[config.mk]
export PLATFORM = sky130hd
export DESIGN_NAME = i2c_poll_command_sequencer_core
export DESIGN_NICKNAME = d
export VERILOG_FILES = /design/src/rtl/i2c_pcs_pkg.sv /design/src/rtl/i2c_poll_command_sequencer_core.sv
export SDC_FILE = /design/constraint.sdc
export NUM_CORES = 1
export LEC_CHECK = 0
export ABC_CLOCK_PERIOD_IN_PS = 6680
export BUFFER_PORTS_ARGS = -buffer_cell sky130_fd_sc_hd__buf_4
export CELL_PAD_IN_SITES_DETAIL_PLACEMENT = 1
export CELL_PAD_IN_SITES_GLOBAL_PLACEMENT = 1
export CORE_AREA = 2 2 85 149
export DETAILED_ROUTE_END_ITERATION = 12
export DIE_AREA = 0 0 87 151
export HOLD_SLACK_MARGIN = 0.03
export MAX_ROUTING_LAYER = met4
export PLACE_DENSITY = 0.87
export REMOVE_ABC_BUFFERS = 1
export SYNTH_ARGS = -nofsm -noshare
export SYNTH_HDL_FRONTEND = slang
export SYNTH_SLANG_ARGS = --single-unit
[constraint.sdc]
create_clock -name clock -period 6.68 [get_ports clock]
set_clock_uncertainty 0.1 [all_clocks]
set_input_delay 0.334 -clock clock [delete_from_list [all_inputs] [get_ports clock]]
set_output_delay 0.334 -clock clock [all_outputs]
set_load 0.05 [all_outputs]
[src/rtl/i2c_pcs_pkg.sv]
`default_nettype none

package i2c_pcs_pkg;

   localparam int unsigned POLL_SLOTS    = 3;
   localparam int unsigned CMD_BUF_BYTES = 32;

   localparam logic [7:0] WATCHDOG_LIMIT_RESET = 8'd10;
   localparam logic [7:0] ERROR_LIMIT_RESET    = 8'd5;

   typedef enum logic [1:0] {
      EV_TICK       = 2'd0,
      EV_WRITE_DONE = 2'd1,
      EV_READ_DONE  = 2'd2,
      EV_SUBMIT     = 2'd3
   } event_type;

   typedef enum logic [1:0] {
      ACT_NONE  = 2'd0,
      ACT_WRITE = 2'd1,
      ACT_READ  = 2'd2,
      ACT_RESET = 2'd3
   } action_type;

   typedef enum logic [1:0] {
      KIND_IDLE = 2'd0,
      KIND_POLL = 2'd1,
      KIND_CMD  = 2'd2
   } kind_type;

   typedef enum logic {
      CSR_WATCHDOG_LIMIT = 1'b0,
      CSR_ERROR_LIMIT    = 1'b1
   } csr_index_type;

   typedef struct packed {
      logic [1:0] command;
      logic       start_error;
      logic       xfer_ok;
      logic [6:0] cmd_dest;
      logic [5:0] cmd_len;
   } req_type;

   typedef struct packed {
      logic [1:0] action;
      logic [1:0] target_slot;
      logic [6:0] dest_addr;
      logic [5:0] write_len;
      logic [1:0] answer_slot;
      logic       answer_valid;
      logic       submit_accepted;
      logic [7:0] poll_cycles;
      logic [7:0] error_count;
      logic       busy_res;
   } rsp_type;

endpackage

`default_nettype wire

[src/rtl/i2c_poll_command_sequencer_core.sv]
// Channel   Direction  Handshake            Word
// req_      in         req_valid/req_ready  req_type: one event
// rsp_      out        rsp_valid/rsp_ready  rsp_type: one result per event
// csr_      in         csr_we               csr_index, csr_wdata (8 bits)
//
// One event a cycle; its result appears in the output register the cycle after acceptance.
// The scheduler state updates in the same cycle from one pass of logic over the state registers.
// req_ready stays high while the output register is empty or being taken this cycle.
// A stalled result holds the input side off until it is taken.
// Synchronous reset clears the state, the output valid and loads the register defaults.
`default_nettype none

module i2c_poll_command_sequencer_core
   import i2c_pcs_pkg::*;
(
   input  wire logic    clock,
   input  wire logic    reset,
   input  wire logic    req_valid,
   output logic         req_ready,
   input  wire req_type req_data,
   output logic         rsp_valid,
   input  wire logic    rsp_ready,
   output rsp_type      rsp_data,
   input  wire logic    csr_we,
   input  wire logic    csr_index,
   input  wire logic [7:0] csr_wdata
);

   function automatic logic [2:0] slot_advance(input logic [1:0] slot, input logic [1:0] step);
      logic [2:0] sum;
      sum = {1'b0, slot} + {1'b0, step};
      if (sum >= 3'(POLL_SLOTS)) begin
         return 3'b100;
      end
      return {1'b0, sum[1:0]};
   endfunction

   logic [7:0] watchdog_limit_ff;
   logic [7:0] error_limit_ff;

   logic [1:0] slot_ff, slot_in;
   logic [7:0] rounds_ff, rounds_in;
   kind_type   kind_ff, kind_in;
   logic [7:0] errors_ff, errors_in;
   logic [7:0] wd_ff, wd_in;
   logic       waiting_ff, waiting_in;
   logic [6:0] addr_ff, addr_in;
   logic [5:0] bytes_ff, bytes_in;

   logic       rsp_valid_ff;
   rsp_type    rsp_data_ff, rsp_data_in;

   logic       accept;
   logic [7:0] wd_inc;
   logic [7:0] err_inc;
   logic       err_trip;
   logic [2:0] adv1, adv2;
   logic       slot_ok;

   assign req_ready = !rsp_valid_ff || rsp_ready;
   assign accept    = req_valid && req_ready;
   assign rsp_valid = rsp_valid_ff;
   assign rsp_data  = rsp_data_ff;

   assign wd_inc   = wd_ff + 8'd1;
   assign err_inc  = (errors_ff != 8'hFF) ? errors_ff + 8'd1 : errors_ff;
   assign err_trip = err_inc > error_limit_ff;
   assign adv1     = slot_advance(slot_ff, 2'd1);
   assign adv2     = slot_advance(slot_ff, 2'd2);
   assign slot_ok  = {1'b0, slot_ff} < 3'(POLL_SLOTS);

   always_comb begin
      slot_in     = slot_ff;
      rounds_in   = rounds_ff;
      kind_in     = kind_ff;
      errors_in   = errors_ff;
      wd_in       = wd_ff;
      waiting_in  = waiting_ff;
      addr_in     = addr_ff;
      bytes_in    = bytes_ff;
      rsp_data_in = '0;
      case (req_data.command)
         EV_TICK: begin
            wd_in = wd_inc;
            if (wd_inc == watchdog_limit_ff) begin
               if (kind_ff != KIND_CMD) begin
                  slot_in   = adv1[1:0];
                  rounds_in = rounds_ff + 8'(adv1[2]);
               end
               kind_in            = KIND_IDLE;
               errors_in          = '0;
               rsp_data_in.action = ACT_RESET;
            end else if (kind_ff == KIND_IDLE) begin
               wd_in = '0;
               if (waiting_ff) begin
                  kind_in               = KIND_CMD;
                  rsp_data_in.action    = ACT_WRITE;
                  rsp_data_in.dest_addr = addr_ff;
                  rsp_data_in.write_len = bytes_ff;
               end else if (slot_ok) begin
                  kind_in                 = KIND_POLL;
                  rsp_data_in.action      = ACT_READ;
                  rsp_data_in.target_slot = slot_ff;
               end else begin
                  slot_in = '0;
               end
               if ((waiting_ff || slot_ok) && req_data.start_error) begin
                  kind_in = KIND_IDLE;
                  if (err_trip) begin
                     errors_in               = '0;
                     rsp_data_in.action      = ACT_RESET;
                     rsp_data_in.target_slot = '0;
                     rsp_data_in.dest_addr   = '0;
                     rsp_data_in.write_len   = '0;
                  end else begin
                     errors_in = err_inc;
                  end
               end
            end
         end
         EV_WRITE_DONE: begin
            if (req_data.xfer_ok) begin
               if (kind_ff == KIND_POLL) begin
                  slot_in   = adv1[1:0];
                  rounds_in = rounds_ff + 8'(adv1[2]);
               end else begin
                  waiting_in = 1'b0;
                  bytes_in   = '0;
               end
            end else begin
               if (err_trip) begin
                  errors_in          = '0;
                  rsp_data_in.action = ACT_RESET;
               end else begin
                  errors_in = err_inc;
               end
               if (kind_ff == KIND_POLL) begin
                  slot_in   = adv2[1:0];
                  rounds_in = rounds_ff + 8'(adv2[2]);
               end
            end
            kind_in = KIND_IDLE;
         end
         EV_READ_DONE: begin
            rsp_data_in.answer_slot = slot_ff;
            if (kind_ff == KIND_POLL) begin
               slot_in   = adv1[1:0];
               rounds_in = rounds_ff + 8'(adv1[2]);
            end
            kind_in = KIND_IDLE;
            if (req_data.xfer_ok) begin
               rsp_data_in.answer_valid = 1'b1;
            end else if (err_trip) begin
               errors_in          = '0;
               rsp_data_in.action = ACT_RESET;
            end else begin
               errors_in = err_inc;
            end
         end
         EV_SUBMIT: begin
            if (!waiting_ff && req_data.cmd_len != '0
                && {3'b000, req_data.cmd_len} <= 9'(CMD_BUF_BYTES)) begin
               waiting_in                  = 1'b1;
               addr_in                     = req_data.cmd_dest;
               bytes_in                    = req_data.cmd_len;
               rsp_data_in.submit_accepted = 1'b1;
            end
         end
         default: begin
         end
      endcase
      rsp_data_in.poll_cycles = rounds_in;
      rsp_data_in.error_count = errors_in;
      rsp_data_in.busy_res    = kind_in != KIND_IDLE;
   end

   always_ff @(posedge clock) begin
      if (reset) begin
         watchdog_limit_ff <= WATCHDOG_LIMIT_RESET;
         error_limit_ff    <= ERROR_LIMIT_RESET;
      end else if (csr_we) begin
         case (csr_index)
            CSR_WATCHDOG_LIMIT: watchdog_limit_ff <= csr_wdata;
            CSR_ERROR_LIMIT:    error_limit_ff    <= csr_wdata;
            default: begin
            end
         endcase
      end
   end

   always_ff @(posedge clock) begin
      if (reset) begin
         slot_ff    <= '0;
         rounds_ff  <= '0;
         kind_ff    <= KIND_IDLE;
         errors_ff  <= '0;
         wd_ff      <= '0;
         waiting_ff <= 1'b0;
         addr_ff    <= '0;
         bytes_ff   <= '0;
      end else if (accept) begin
         slot_ff    <= slot_in;
         rounds_ff  <= rounds_in;
         kind_ff    <= kind_in;
         errors_ff  <= errors_in;
         wd_ff      <= wd_in;
         waiting_ff <= waiting_in;
         addr_ff    <= addr_in;
         bytes_ff   <= bytes_in;
      end
   end

   always_ff @(posedge clock) begin
      if (reset) begin
         rsp_valid_ff <= 1'b0;
      end else if (accept) begin
         rsp_valid_ff <= 1'b1;
      end else if (rsp_ready) begin
         rsp_valid_ff <= 1'b0;
      end
   end

   always_ff @(posedge clock) begin
      if (accept) begin
         rsp_data_ff <= rsp_data_in;
      end
   end

endmodule

`default_nettype wire

==> impl_results.md <==
- M1 WL: 6056 um
- CTS clk-pin slew, worst paths: around 0.08 ns
- Drt total wl: roughly 17000 um
- Leak pwr: roughly 2.5 nW
- CP max FO: 13
- Leading cell type by number of instances after synthesis: nand2_1
- Crit path required time: between 6 and 7 ns
- Worst Tran Pin Value: around 1.2 ns
- Global route overflow: 0
- Area Growth Syn to Fin: 14.87%
- Total GRT Usage: around 27%
- Area contributors post-synth: dfxtp_1 21%, edfxtp_1 20%, nand2_1 6.0%, a21oi_1 4.7%, ha_1 4.0%
- DRC: 0
- Post-CTS sizing: 0
- WL met2: ~9500 um
- Outcome: completed
- Fmax: 0.2127 GHz
- Pwr Density: 221.8 nW/um^2
- CTS tree: yes
- Metal3 WL: about 700 um
- Distinct cells, synth: 64
- Largest net degree at the start of global routing: 62
- Min cycle time layout: about 4.7 ns
- CP arrival: 4.82 ns
- Worst Path Buf+Inv: 1
- Sequential area share after synthesis: around two fifths
- N_diodes: 0
- Biggest cell delay along the critical path: around 0.95 ns
- Main flop type after synthesis: dfxtp_1
- Crit path max-delay cell type: nor3_1
- Vias: 5209
- Crit path cell chain: ha_1 > and3_1 > nand3_1 > mux2i_1 > inv_1 > ha_1 > and4b_1 > a211o_1 > a21oi_1 > or2_2 > nor2_1 > nor3_1 > and2_1
- Endpoints failing hold: 0
- Placed inst area: 6137 sq um
- Cell family with most CP delay: simple AND/OR/NAND/NOR gates
- Commonest cells in the netlist: 90 x nand2_1, 59 x dfxtp_1, 53 x a21oi_1
- Slew Limit Headroom: between 20% and 30%
- Final slew viol count: 0
- Drt first pass iters: 5
- Multi-input gate area: about 3000 sq um
- Final net count: 740
- Max cap viols: 0
- Via density: 6.253
- Die Y: ~150 um
- Class of the worst hold path: primary input to register
- Share of cells above drive strength 1: 15.52%
- Clock sinks: 97
- Cell area after synthesis: ~5600 sq um
- Root Driver: clkbuf_16
- Skew-Pair Late Insertion Delay: between 0.3 and 0.4 ns
- Setup_tns: 0 ns
- Filler instances: roughly 1400
- Finished Cell Area: ~6400 sq um
- Yosys top cell by area: dfxtp_1
- Number of DRC markers in iteration 0: 261
- Cell repeated most along the worst path: ha_1
- Synthesized netlist cell count: about 650
- Seq cells post-synth: between 90 and 100
- Number of I/O pins: 71
- Async SR Flop Fraction: 0%
- DR top layer: met4
- Hold depth: 3
- Setup Buffers After CTS: 0
- Avg Synthesized Cell Area: approximately 8.6 sq um
- EDFF count, synth: 38
- HPWL Detailed: between 10000 and 15000 um
- Vias in the first global route: ~5400
- Die span in x: between 80 and 90 um
- Maximum clock path buffer count: 2
- First-pass GRT wire length: between 20000 and 30000 um
- # hold bufs at CTS: 0
- Row count: 53
- Worst R2R Path Depth: 13
- H-tree depth: 3
- Final setup viols: 0
- Crit start category: register
- Peak supply drop: roughly 0.12 mV
- Cell count along the critical path: 13
- Register area: between 2000 and 2500 sq um
- Synth warnings: 0
- Crit Path Category: register to register
- TritonCTS Buffers: 9
- RSZ-0062 raised after global routing: no
- GPL Wtd Cong: between 0.9 and 1
- Initial cell density of the core: 47.28%
- Final Cycle Share: between 70% and 80%
- Post-DRT Antenna Nets: 0
- CP endpoint kind: register
- Routed len/inst: between 20 and 25 um
- Buffers on Ports: 70
- DIE AREA: approximately 13000 sq um
- Core area: 11870 sq um
- Initial antenna violation count: 0
- Post-synth top area share: around a fifth
==> report_power, final <==
| part | leakage (nW) | internal (mW) | switching [mW] |
|---|---|---|---|
| sequential | 0.863 | 0.640 | 0.0164 |
| clock | 0.150 | 0.268 | 0.263 |
| combinational | 1.48 | 0.0779 | 0.164 |
| total | 2.50 | 0.986 | 0.444 |
==> tightest hold or removal path: stages <==
cell and delay (ns):
buf_4 0.08, mux2i_1 0.05, nor2_1 0.07
==> placed cells by master (no fill, tap or decap), types with 4 or more instances in the layout <==
master	count
a211oi_1	4
a21o_1	5
a21oi_1	53
a221oi_1	7
a22oi_1	6
a311oi_1	7
a31oi_1	11
and2_1	23
and3_1	7
buf_4	73
clkbuf_16	9
dfxtp_1	59
edfxtp_1	38
ha_1	18
inv_1	19
inv_8	4
mux2i_1	14
nand2_1	90
nand2b_1	14
nand3_1	24
nand3b_1	7
nand4_1	10
nor2_1	42
nor2b_1	5
nor3_1	11
o211ai_1	4
o21a_1	6
o21ai_0	31
o22ai_1	7
o31ai_1	10
or2_2	4
or3_1	7
xnor2_1	12
xor2_1	7
==> per-layer routing <==
layer  vias to the layer above  global-route usage, %
li1                       2447                      -
met1                      2561                  26.19
met2                       153                  50.50
met3                        48                  4.196
met4                         0                  12.58
met5                         -                      -
==> kinds of logic after synthesis <==
family / after synthesis / share of synthesized area (%)
mux: 16 / 2.898
xor+xnor: 19 / 2.965
compound gates: 176 / 20.91
flops: 97 / 41.38
buf+inv: 68 / 4.927
fa+ha+maj: 18 / 4.013
simple gates: 258 / 22.90
==> final cells by class <==
cell class | count | share of cell area, %
multi-input cells | 487 | 46.74
flip-flops and latches | 97 | 36.02
repair buffers | 74 | 8.579
clock buffers | 9 | 3.494
well taps | 137 | 2.659
inverters | 22 | 1.281
clock inverters | 7 | 1.223
==> path summary, 6_finish.rpt <==
path | start | end | slack [ns]
worst max-delay path | errors_ff[0] | rsp_data[21] | 1.98
worst min-delay path | req_data[8] | addr_ff[2] | 0.11
worst max register to register | errors_ff[0] | rsp_data[21] | 1.98
worst min register to register | error_limit_ff[3] | error_limit_ff[3] | 0.36
==> flip-flops by register name (all words and copies together) (netlist names), 6 cells and up <==
name	flops
addr_ff	7
bytes_ff	6
rsp_data	38
errors_ff	8
wd_ff	8
watchdog_limit_ff	8
error_limit_ff	8
rounds_ff	8
==> per-stage QoR <==
stage / hold WS (ns) / power [mW] / utilization, % / setup WS [ns] / instances
finish: 0.1088 / 1.430 / 54.31 / 1.979 / 833
global route: 0.1233 / 1.479 / 54.31 / 1.679 / 833
CTS: 0.1095 / 1.436 / 54.26 / 1.986 / 832
detailed placement: 0.3505 / 0.9089 / 51.70 / 2.111 / 816
global placement: 0.3483 / 0.9003 / 51.70 / 2.291 / 816
floorplan: 0.3031 / 0.8201 / - / 2.972 / 606
Note: power is estimated with default switching activity, not from simulation.
